[config.mk]
export PLATFORM = sky130hd
export DESIGN_NAME = lrwc_ctrl
export DESIGN_NICKNAME = d
export VERILOG_FILES = /design/src/sv/lrwc_pkg.sv /design/src/sv/lrwc_ctrl.sv
export SDC_FILE = /design/constraint.sdc
export NUM_CORES = 1
export LEC_CHECK = 0
export ABC_AREA = 1
export BUFFER_PORTS_ARGS = -buffer_cell sky130_fd_sc_hd__buf_4
export CORE_AREA = 2 2 39 41
export CTS_CLUSTER_SIZE = 40
export DETAILED_ROUTE_END_ITERATION = 8
export DIE_AREA = 0 0 41 43
export SETUP_SLACK_MARGIN = 0.2
export SYNTH_ARGS = -nofsm -noshare
export SYNTH_HDL_FRONTEND = slang
export SYNTH_SLANG_ARGS = --single-unit
export TNS_END_PERCENT = 50
[constraint.sdc]
create_clock -name clk -period 1.13 [get_ports clk]
set_input_delay 0.226 -clock clk [delete_from_list [all_inputs] [get_ports clk]]
set_output_delay 0.226 -clock clk [all_outputs]
set_load 0.05 [all_outputs]
[src/sv/lrwc_pkg.sv]
// ----------------------------------------------------------------------------
// lrwc_pkg: shared types and constants for the lattice walk coverage block
// Lattice size, word layouts, request codes, controller states and the
// command and status bundles between controller and datapath.
// ----------------------------------------------------------------------------
package lrwc_pkg;

  // lattice and walker storage
  localparam int GRID_DIM       = 64;
  localparam int MAX_WALKERS    = 4096;
  localparam int COORD_W        = 6;
  localparam int WALKER_W       = 12;
  localparam int LATTICE_POINTS = GRID_DIM * GRID_DIM * GRID_DIM;
  // visited map is held as one row of GRID_DIM bits per (z, y) pair
  localparam int VIS_ROWS       = GRID_DIM * GRID_DIM;
  localparam int VIS_ROW_W      = $clog2(VIS_ROWS);

  // field widths
  localparam int REQ_W      = 2;
  localparam int AXIS_W     = 2;
  localparam int COUNT_W    = 13;
  localparam int PCT_W      = 7;
  localparam int STEPS_W    = 16;
  localparam int COVERED_W  = 19;
  localparam int PROD_W     = COVERED_W + PCT_W;
  localparam int PCT_SCALE  = 100;

  // configuration port
  localparam int CFG_INDEX_W = 2;
  localparam int CFG_DATA_W  = 16;
  localparam logic [CFG_INDEX_W-1:0] CFG_CELL_COUNT = 2'd0;
  localparam logic [CFG_INDEX_W-1:0] CFG_TARGET_PCT = 2'd1;
  localparam logic [CFG_INDEX_W-1:0] CFG_MAX_STEPS  = 2'd2;

  // stream word widths
  localparam int IN_DATA_W  = 40;
  localparam int OUT_DATA_W = 56;

  // request codes
  localparam logic [REQ_W-1:0] REQ_LOAD  = 2'd0;
  localparam logic [REQ_W-1:0] REQ_BURN  = 2'd1;
  localparam logic [REQ_W-1:0] REQ_COVER = 2'd2;

  // axis codes
  localparam logic [AXIS_W-1:0] AXIS_X = 2'd0;
  localparam logic [AXIS_W-1:0] AXIS_Y = 2'd1;
  localparam logic [AXIS_W-1:0] AXIS_Z = 2'd2;

  typedef struct packed {
    logic [COORD_W-1:0] z;
    logic [COORD_W-1:0] y;
    logic [COORD_W-1:0] x;
  } pos_t;

  typedef enum logic [2:0] {
    ST_CLEAR,
    ST_IDLE,
    ST_MOVE,
    ST_MARK,
    ST_EVAL,
    ST_OUT
  } state_t;

  // controller to datapath
  typedef struct packed {
    logic clear;
    logic accept;
    logic move;
    logic mark;
    logic eval;
    logic load_out;
  } cmd_t;

  // datapath to controller
  typedef struct packed {
    logic clear_last;
    logic out_free;
  } status_t;

endpackage

[src/sv/lrwc_ctrl.sv]
// ----------------------------------------------------------------------------
// lrwc_ctrl: sequencing controller
// Runs the clearing pass after reset, then walks each word through move,
// mark, evaluate and output steps, one word at a time.
// ----------------------------------------------------------------------------
module lrwc_ctrl (
  input  logic               clk,
  input  logic               rst,
  input  logic               in_valid,
  output logic               in_ready,
  input  lrwc_pkg::status_t  status,
  output lrwc_pkg::cmd_t     cmd
);
  import lrwc_pkg::*;

  state_t state;
  state_t state_next;

  // state register
  always_ff @(posedge clk) begin
    if (rst) begin
      state <= ST_CLEAR;
    end else begin
      state <= state_next;
    end
  end

  // next state
  always_comb begin
    state_next = state;
    case (state)
      ST_CLEAR: begin
        if (status.clear_last) state_next = ST_IDLE;
      end
      ST_IDLE: begin
        if (in_valid) state_next = ST_MOVE;
      end
      ST_MOVE: state_next = ST_MARK;
      ST_MARK: state_next = ST_EVAL;
      ST_EVAL: state_next = ST_OUT;
      ST_OUT: begin
        if (status.out_free) state_next = ST_IDLE;
      end
      default: state_next = ST_CLEAR;
    endcase
  end

  // outputs
  always_comb begin
    cmd      = '0;
    in_ready = 1'b0;
    case (state)
      ST_CLEAR: cmd.clear = 1'b1;
      ST_IDLE: begin
        in_ready   = 1'b1;
        cmd.accept = in_valid;
      end
      ST_MOVE:  cmd.move = 1'b1;
      ST_MARK:  cmd.mark = 1'b1;
      ST_EVAL:  cmd.eval = 1'b1;
      ST_OUT:   cmd.load_out = status.out_free;
      default:  cmd = '0;
    endcase
  end

  // no word taken while the visited map is being cleared
  a_no_accept_in_clear: assert property (@(posedge clk) disable iff (rst)
    (state == ST_CLEAR) |-> !in_ready)
    else $error("word accepted during clearing pass");

  // one step of the item sequence is commanded at a time
  a_one_cmd: assert property (@(posedge clk) disable iff (rst)
    $onehot0({cmd.clear, cmd.accept, cmd.move, cmd.mark, cmd.eval, cmd.load_out}))
    else $error("overlapping datapath commands");

  // an accepted word always runs through the move step next
  a_accept_then_move: assert property (@(posedge clk) disable iff (rst)
    cmd.accept |=> cmd.move)
    else $error("accept not followed by move step");

endmodule

After elaboration in Yosys (flattened, before gate mapping)

Index checks and enable logic that the tools add are counted.

Register bits: 3
Bits in latches: 0
Bits in writable memories: 0
Bits in read-only memories: 0
Input bits: 5
Output and inout bits: 7
Word-level logic and storage cells: 22
Memories: 0

Add/sub/neg operators: 0
Multipliers: 0
Div/mod/pow operators: 0
Magnitude comparators: 0
Eq/ne operators: 8
Shift operators: 0
Multiplexer cells: 11
Bitwise logic cells: 0
Reduce and logical (&&, ||, !) cells: 2

Operator list:

| kind                                                                   | number |
|---|---|
| 3-bit one-hot mux with 6 select lines                                  | 1 |
| 3-bit two-way mux                                                      | 3 |
| 1-bit two-way mux                                                      | 7 |
| 3-bit by 2-bit equality test with 1-bit output (second input constant) | 2 |
| 3-bit equality test (second input constant)                            | 2 |
| 2-bit inequality test (second input constant)                          | 3 |
| 3-bit by 1-bit equality test with 1-bit output (second input constant) | 1 |
| 3-bit zero test                                                        | 1 |
| 3-bit AND reduction                                                    | 1 |

Depth between registers and ports, before layout

Gate-level depths: netlist (run 1).

Word-level depth: 3
Mapped depth: 6
Gate-level depth less buffers: 6

Worst setup path after synthesis (run 1)

No wires, ideal clock.

Path kind: register -> output
From: register state[2]
To: output cmd[0] (netlist name)
Arrival: 2.012 ns
Data required time: 0.904 ns
Path slack: -1.108 ns
Cell stages (with the launch flop): 3
Buffers on the path: 0
Cells stage by stage: dfxtp_1 inv_2 nor4_1

RTL lines:

| what                     | line            | RTL |
|---|---|---|
| start: declaration       | lrwc_ctrl.sv:16 | `state_t state;` |
| start signal: assignment | lrwc_ctrl.sv:24 | `state <= state_next;` |
| end: declaration         | lrwc_ctrl.sv:12 | `output lrwc_pkg::cmd_t cmd` |

==> results of run 1 <==
final timing paths:
path / endpoint / slack [ns] / cells after the start / start
setup / recovery: cmd[2] / -0.17 / 4 / state[0]
setup reg to reg: state[2] / -0.08 / 8 / state[0]
hold / removal: state[1] / 0.15 / 2 / rst
hold reg to reg: state[2] / 0.64 / 2 / state[2]
per-stage QoR:
step           setup slack [ns]  utilization  instance area (um^2)
3_3_place_gp            0.01963       0.2821                 390.4
2_1_floorplan           -0.1105            -                 265.3
5_1_grt                 -0.2271       0.3608                 499.2
6_report                -0.1745       0.3608                 499.2
4_1_cts                 -0.1861       0.3526                 488.0
3_5_place_dp            0.01093       0.2821                 390.4
where the power goes:
group          total [uW]  internal [uW]  switching [uW]  leakage, uW
Sequential            141            117            23.9    0.0000267
Clock                 189            132            57.0    0.0000150
Combinational         306            125             181     0.000177
layer usage:
metal,share of wire,global-route usage,wire length [um],vias to the layer above
met3,0.089,0.04712,54,0
met5,0,0,0,-
met4,0,0.02000,0,0
met1,0.47,0.1097,286,116
met2,0.44,0.1094,269,12
li1,-,-,-,145
logic make-up after synthesis:
logic type | synth area share
AOI/OAI and AO/OA | 0.05161
DFF | 0.3097
and+or+nand+nor | 0.4840
buffers and inverters | 0.1548
layout make-up:
class,count,area share
clock buffers,4,0.05263
inverters,8,0.07519
multi-input cells,21,0.3584
flip-flops and latches,3,0.1429
well taps,16,0.04010
repair buffers,17,0.3308
cells in the mapped netlist:
library cell  n  area (um^2)
a21oi_1       2        10.01
dfxtp_1       3        60.06
inv_1         4        15.01
inv_2         4        15.01
nand2_1       2        7.510
nand3_1       2        10.01
nand3b_1      1        7.510
nand4_1       1        6.260
nor2_1        8        30.03
nor2_2        1        6.260
nor3_1        2        10.01
nor3_2        1        10.01
nor4_1        1        6.260
worst register-to-register path, stage by stage (launching register included):
cell     delay (ns)
dfxtp_4        0.35
inv_4          0.09
buf_6          0.10
nor3_4         0.03
buf_4          0.13
buf_4          0.12
buf_4          0.12
nor2_1         0.09
a21oi_1        0.07
repair_timing:
| action | 4_1_cts | 5_1_grt |
|---|---|---|
| gates resized for setup | 14 | 3 |
| setup endpoints to repair | 10 | 10 |
| buffers inserted | 3 | 0 |
| hold buffers | 0 | 0 |
| pin swaps | 2 | 3 |
==> flow_summary.toml, run 1 <==
[run_status]
status = "finished with violations"
violations = "negative setup slack"

[synth]
synth.avg_cell_area_um2 = 6.061
ys_ff_latch = 3
synth_area_um2 = 193.9
synth_warnings = 0
synth-seq-area-share = 0.3097
synthDistinctLibCells = 13
syn-num-nets = 37
synth_cells = 32

[layout]
layout.cells.most_common_list = "9 x buf_4, 6 x buf_6, 4 x nor2_4, 4 x nor2_1"
largest_register = "state"
syn_to_final_growth_pct = 157.4
n_antenna_cell = 0
instances_no_fill = 69
fin_nets = 59
fillCellCount = 149
multi_input_area_um2 = 178.9
largest_reg_flops = 3
drive_gt1_frac = 0.7358
seq_area_um2 = 71.32
reg.largest.list = "state (3)"
final_common_cell = "buf_4"

[setup_path]
cp_max_fo = 3
cpPeakStageDelay_ns = 0.37
critPathLaunchType = "flip-flop"
cp_slowest_cell = "dfxtp_4"
arrival_ns = 1.08
endpoint_kind = "primary output"
crit_buf_inv = 3
crit_chain = "inv_4 -> buf_6 -> nor3_4 -> buf_6"
crit_top_cell = "buf_6"
worstPathRequired_ns = 0.90
crit_family = "flip-flops"
critPathKind = "flip-flop to primary output"

[detailed_routing]
vias_per_cell = 3.957
wl_um = 610
num_vias = 273
ant_nets = 0
drc = 0
routedWlPerCell_um = 8.841
drtPass1Iterations = 1
drt-initial-drc-count = 0

[power]
ir_drop_mv = 0.7368
power_density_nw_per_um2 = 1275
leakagePower_uw = 0.0002188
total_power_uw = 636.6

[global_routing]
grt_pass1_wl_um = 986
globalRouteTotalUtil = 0.08141
grt_max_degree = 8
antenna_found_initial = 0
globalRouteOverflowTotal = 0
grt_pass1_vias = 259

[sta]
slew_viol_final = 0
period_needed_ns = 1.304
max-slew-margin-rel = 0.8642
finalSetupViolCount = 8
fin_crit_sh = 1.154
max_freq_mhz = 766.6
rsz0062_at_grt = "true"
worst_slack_ns = -0.1745
hold_slack_ns = 0.1549
tightestPinTransition_ns = 0.2021
hold_violations = 0
final.setup.tns_ns = -1.086
finClkSkew_ns = 0.0007618

[floorplanning]
row_count = 14
die_h_um = 43
start_util = 0.1401
die_w_um = 41
io_pins = 12
core-area_um2 = 1384
dieArea_um2 = 1763

[clock_network]
cts_root_buf = "clkbuf_4"
cts_buffers = 3
clock_latency_ns = 0.23
clkSinkCount = 3
path_clk_slew_ns = 0.04
cts_tree = "done"
htreeDepth = 1
cts_max_path_buffers = 2

[place]
dp_hpwl_um = 471.7
dp_cells = 62
portBuffers = 11
gp_congestion = 0.7021

[run]
drv.max_cap_violation_count = 0

[worst_hold_path]
hp-class = "input port to flip-flop"
Note: power is estimated with default switching activity, not from simulation.
==> inputs of run 2 (changes only) <==
- CELL_PAD_IN_SITES_DETAIL_PLACEMENT: not set -> 1
- CELL_PAD_IN_SITES_GLOBAL_PLACEMENT: not set -> 2
- PLACE_DENSITY_LB_ADDON: not set -> 0.1
==> flow_summary.toml, run 2 (synthesis gave the netlist of run 1 again) <==
[floorplanning]
io_pins = 12
dieArea_um2 = 1763
start_util = 0.1401
row_count = 14
die_w_um = 41
core-area_um2 = 1384
die_h_um = 43

[detailed_routing]
wl_um = 706
routedWlPerCell_um = 10.54
drt-initial-drc-count = 3
drtPass1Iterations = 2
ant_nets = 0
num_vias = 273
drc = 0
vias_per_cell = 4.075

[run_status]
status = "finished with violations"
violations = "negative setup slack"

[setup_path]
critPathLaunchType = "flip-flop"
worstPathRequired_ns = 0.90
arrival_ns = 1.08
critPathKind = "flip-flop to primary output"
cp_max_fo = 3
endpoint_kind = "primary output"
ff2ff_setup_slack_ns = 0.11

[power]
power_density_nw_per_um2 = 1306
ir_drop_mv = 0.5564
leakagePower_uw = 0.0002087
total_power_uw = 632.3

[sta]
tightestPinTransition_ns = 0.2048
rsz0062_at_grt = "true"
finalSetupViolCount = 7
slew_viol_final = 0
hold_violations = 0
max-slew-margin-rel = 0.8625
worst_slack_ns = -0.1718
fin_crit_sh = 1.152
finClkSkew_ns = 0.005078
max_freq_mhz = 768.2
period_needed_ns = 1.302

[global_routing]
globalRouteOverflowTotal = 0
grt_pass1_wl_um = 1124
grt_max_degree = 7
globalRouteTotalUtil = 0.09940
grt_pass1_vias = 284
antenna_found_initial = 0

[place]
dp_hpwl_um = 629.3
place_ws_ns = -0.03493
gp_congestion = 0.6262
dp_cells = 62
portBuffers = 11

[worst_hold_path]
hp-class = "input port to flip-flop"

[layout]
final_common_cell = "buf_4"
drive_gt1_frac = 0.7255
n_antenna_cell = 0
layout.cells.most_common_list = "8 x buf_4, 4 x nor2_1, 4 x buf_6"
fin_nets = 57
syn_to_final_growth_pct = 149.7
instances_no_fill = 67
largest_register = "state"
largest_reg_flops = 3
reg.largest.list = "state (3)"

[clock_network]
clock_latency_ns = 0.24
cts_tree = "done"
cts_max_path_buffers = 2
cts_buffers = 3
path_clk_slew_ns = 0.04
clkSinkCount = 3
cts_root_buf = "clkbuf_4"
htreeDepth = 1

[run]
drv.max_cap_violation_count = 0
==> run 2: stage by stage <==
| step | setup TNS [ns] | area (um^2) | util | hold WS, ns |
|---|---|---|---|---|
| finish | -1.085 | 484.2 | 0.3499 | 0.1636 |
| global placement | 0 | 390.4 | 0.2821 | 0.4026 |
| CTS | -1.242 | 467.9 | 0.3382 | 0.1539 |
| detailed placement | -0.05825 | 390.4 | 0.2821 | 0.4085 |
| global route | -1.414 | 484.2 | 0.3499 | 0.1521 |
| floorplan | -0.2992 | 265.3 | - | 0.2854 |
==> run 2: power by group <==
part / switching (uW) / total [uW] / internal, uW / leakage, uW
sequential: 20.9 / 138 / 117 / 0.0000267
clock: 58.5 / 191 / 133 / 0.0000150
combinational: 187 / 303 / 116 / 0.000167
==> run 2: critical path, cell delays in order, from the launching register on <==
cell and delay, ns:
dfxtp_4 0.36, inv_4 0.05, nor2_4 0.11, nand2_4 0.07, nor2_4 0.09, buf_8 0.15
==> run 2: routing by layer <==
metal	wire, um	vias up	track usage
met1	270	125	0.09646
met4	0	0	0.08000
li1	-	142	-
met3	24	0	0.03141
met2	411	6	0.1594
met5	0	-	0
==> run 2: path summary, 6_finish.rpt <==
path,end,startpoint,cells past startpoint
hold reg to reg,state[0],state[1],3
setup reg to reg,state[0],state[0],7
hold / removal,state[1],rst,2
setup / recovery,cmd[4],state[0],5
==> run 2: final cells by class <==
cell class / count / area, um^2
Inverter: 8 / 37.54
Fill cell: 169 / 899.6
Tap cell: 16 / 20.02
Sequential cell: 3 / 71.32
Timing Repair Buffer: 15 / 150.1
Multi-Input combinational cell: 21 / 178.9
Clock buffer: 4 / 26.28
==> run 2: repair_timing <==
item / 4_1_cts / 5_1_grt
hold buffers: 0 / 0
resized for setup: 13 / 4
pin swaps: 0 / 1
setup buffers: 1 / 0
endpoints found under the setup margin: 10 / 10
==> inputs of run 3 (changes only) <==
- ABC_AREA: 1 -> not set
==> flow_summary.toml, run 3 <==
[run_status]
status = "finished with violations"
violations = "negative setup slack"

[place]
gp_congestion = 0.6805
dp_hpwl_um = 467.6
portBuffers = 11
placed_area_um2 = 347.8

[floorplanning]
dieArea_um2 = 1763
io_pins = 12
start_util = 0.1438
die_h_um = 43
core-area_um2 = 1384
die_w_um = 41
row_count = 14

[layout]
fin_nets = 50
layout.cells.most_common_list = "10 x buf_4, 5 x buf_6, 3 x nor2_4, 3 x clkbuf_4, 3 x dfxtp_4"
drive_gt1_frac = 0.7727
final_area_um2 = 457.9
final_common_cell = "buf_4"
reg.largest.list = "state (3)"
syn_to_final_growth_pct = 130.2
fillCellCount = 168
largest_reg_flops = 3
n_antenna_cell = 0
largest_register = "state"

[detailed_routing]
num_vias = 239
wl_um = 617
drt-initial-drc-count = 2
drc = 0
routedWlPerCell_um = 10.28
ant_nets = 0
drtPass1Iterations = 2
vias_per_cell = 3.983

[sta]
worst_slack_ns = -0.1933
slew_viol_final = 0
fin_crit_sh = 1.171
finalSetupViolCount = 7
rsz0062_at_grt = "true"
max-slew-margin-rel = 0.8866
tightestPinTransition_ns = 0.1654
finClkSkew_ns = 0.0008061
period_needed_ns = 1.323
hold_violations = 0
max_freq_mhz = 755.7

[synth]
synth_compound_area_frac = 0.1824
synth.top_cells.by_count = "3 x dfxtp_1, 3 x nor2_1"
synth_top_area_frac = 0.3019
synth_xor_xnor_area_share = 0
synth_cells = 24
synthSimpleGateAreaFrac = 0.4088
ys_ff_latch = 3
syn-num-nets = 29
synth_warnings = 0
synth-seq-area-share = 0.3019
async_flop_share = 0
synthTopCellsByArea = "dfxtp_1 30%, and2_1 6.3%, nor2b_1 6.3%"
synth_fa_ha_area_frac = 0
synth_top_family_by_area = "simple AND/OR/NAND/NOR gates"
synth.avg_cell_area_um2 = 8.289
synth_edf_count = 0
synth_area_um2 = 198.9
synthDistinctLibCells = 16
synth_top_area_cell = "dfxtp_1"
synthFlopType = "dfxtp_1"
synthMuxAreaShare = 0.05031

[power]
power_density_nw_per_um2 = 1146
ir_drop_mv = 0.3624
leakagePower_uw = 0.0001996
total_power_uw = 525.0

[global_routing]
grt_max_degree = 7
globalRouteTotalUtil = 0.08233
grt_pass1_wl_um = 938
globalRouteOverflowTotal = 0
antenna_found_initial = 0
grt_pass1_vias = 248

[worst_hold_path]
hp-class = "input port to flip-flop"

[setup_path]
critPathLaunchType = "flip-flop"
worstPathRequired_ns = 0.90
endpoint_kind = "primary output"
arrival_ns = 1.10
critPathKind = "flip-flop to primary output"
cp_max_fo = 5

[run]
drv.max_cap_violation_count = 0

[clock_network]
clkSinkCount = 3
path_clk_slew_ns = 0.04
htreeDepth = 1
clock_latency_ns = 0.23
cts_buffers = 3
cts_max_path_buffers = 2
postCtsHoldBufs = 0
cts_tree = "done"
cts_root_buf = "clkbuf_4"
run 3: changes by cell type in the layout (fill, tap and decap cells not counted), sizes merged, moves of 2 or more:
cell	before	now
nor2	9	4
nor2b	0	2
and2	0	2
inv	8	0
nand3	2	0
buf	15	17
run 3: layout make-up:
type	count	area (um^2)	area share
clock buffer	4	26.28	0.05738
multi-input combinational	20	178.9	0.3907
sequential	3	71.32	0.1557
tap	16	20.02	0.04372
timing repair buffer	17	161.4	0.3525
run 3: logic make-up after synthesis:
kind of cell / count (synthesis)
buffers and inverters: 1
AO/OA/AOI/OAI: 5
multiplexers: 1
AND/OR/NAND/NOR: 14
flip-flops: 3
run 3: power by group:
group          switching, uW  internal [uW]  leakage, uW  total, uW
Sequential              13.5            113    0.0000267        126
Combinational            111           99.5     0.000158        211
Clock                   55.4            132    0.0000150        188
run 3: what timing repair did:
item                       4_1_cts  5_1_grt
setup buffers                    1        1
setup endpoints to repair        9        9
pin swaps                        2        3
resized for setup               15        6
run 3: final timing paths:
| kind | from | end | slack (ns) | depth (start not counted) |
|---|---|---|---|---|
| worst min-delay path | rst | state[0] | 0.16 | 2 |
| worst max register to register | state[1] | state[1] | 0.19 | 4 |
| worst max-delay path | state[1] | cmd[4] | -0.19 | 3 |
| worst min register to register | state[0] | state[0] | 0.58 | 3 |
run 3: critical path, cell delays in order, from the launching register on:
cell and delay, ns:
dfxtp_4 0.36, nor3b_4 0.20, and2_4 0.17, buf_8 0.13
run 3: per-stage QoR:
step | TNS, ns | cells | hold slack, ns | setup slack, ns | utilization
5_1_grt | -1.313 | 60 | 0.1548 | -0.2357 | 0.3309
3_3_place_gp | -0.09240 | 54 | 0.4059 | -0.03352 | 0.2514
6_report | -0.9656 | 60 | 0.1567 | -0.1933 | 0.3309
4_1_cts | -1.149 | 59 | 0.1521 | -0.2139 | 0.3092
3_5_place_dp | -0.1960 | 54 | 0.4102 | -0.07148 | 0.2514
2_1_floorplan | -1.144 | 24 | 0.2951 | -0.3774 | -
run 3: per-layer routing:
layer  vias up  GRT usage  share of wire  wire length [um]
met5         -          0              0                 0
met3         0    0.01571          0.053                33
met2         6     0.1250           0.58               356
li1        120          -              -                 -
met4         0    0.08000              0                 0
met1       113    0.08682           0.37               226
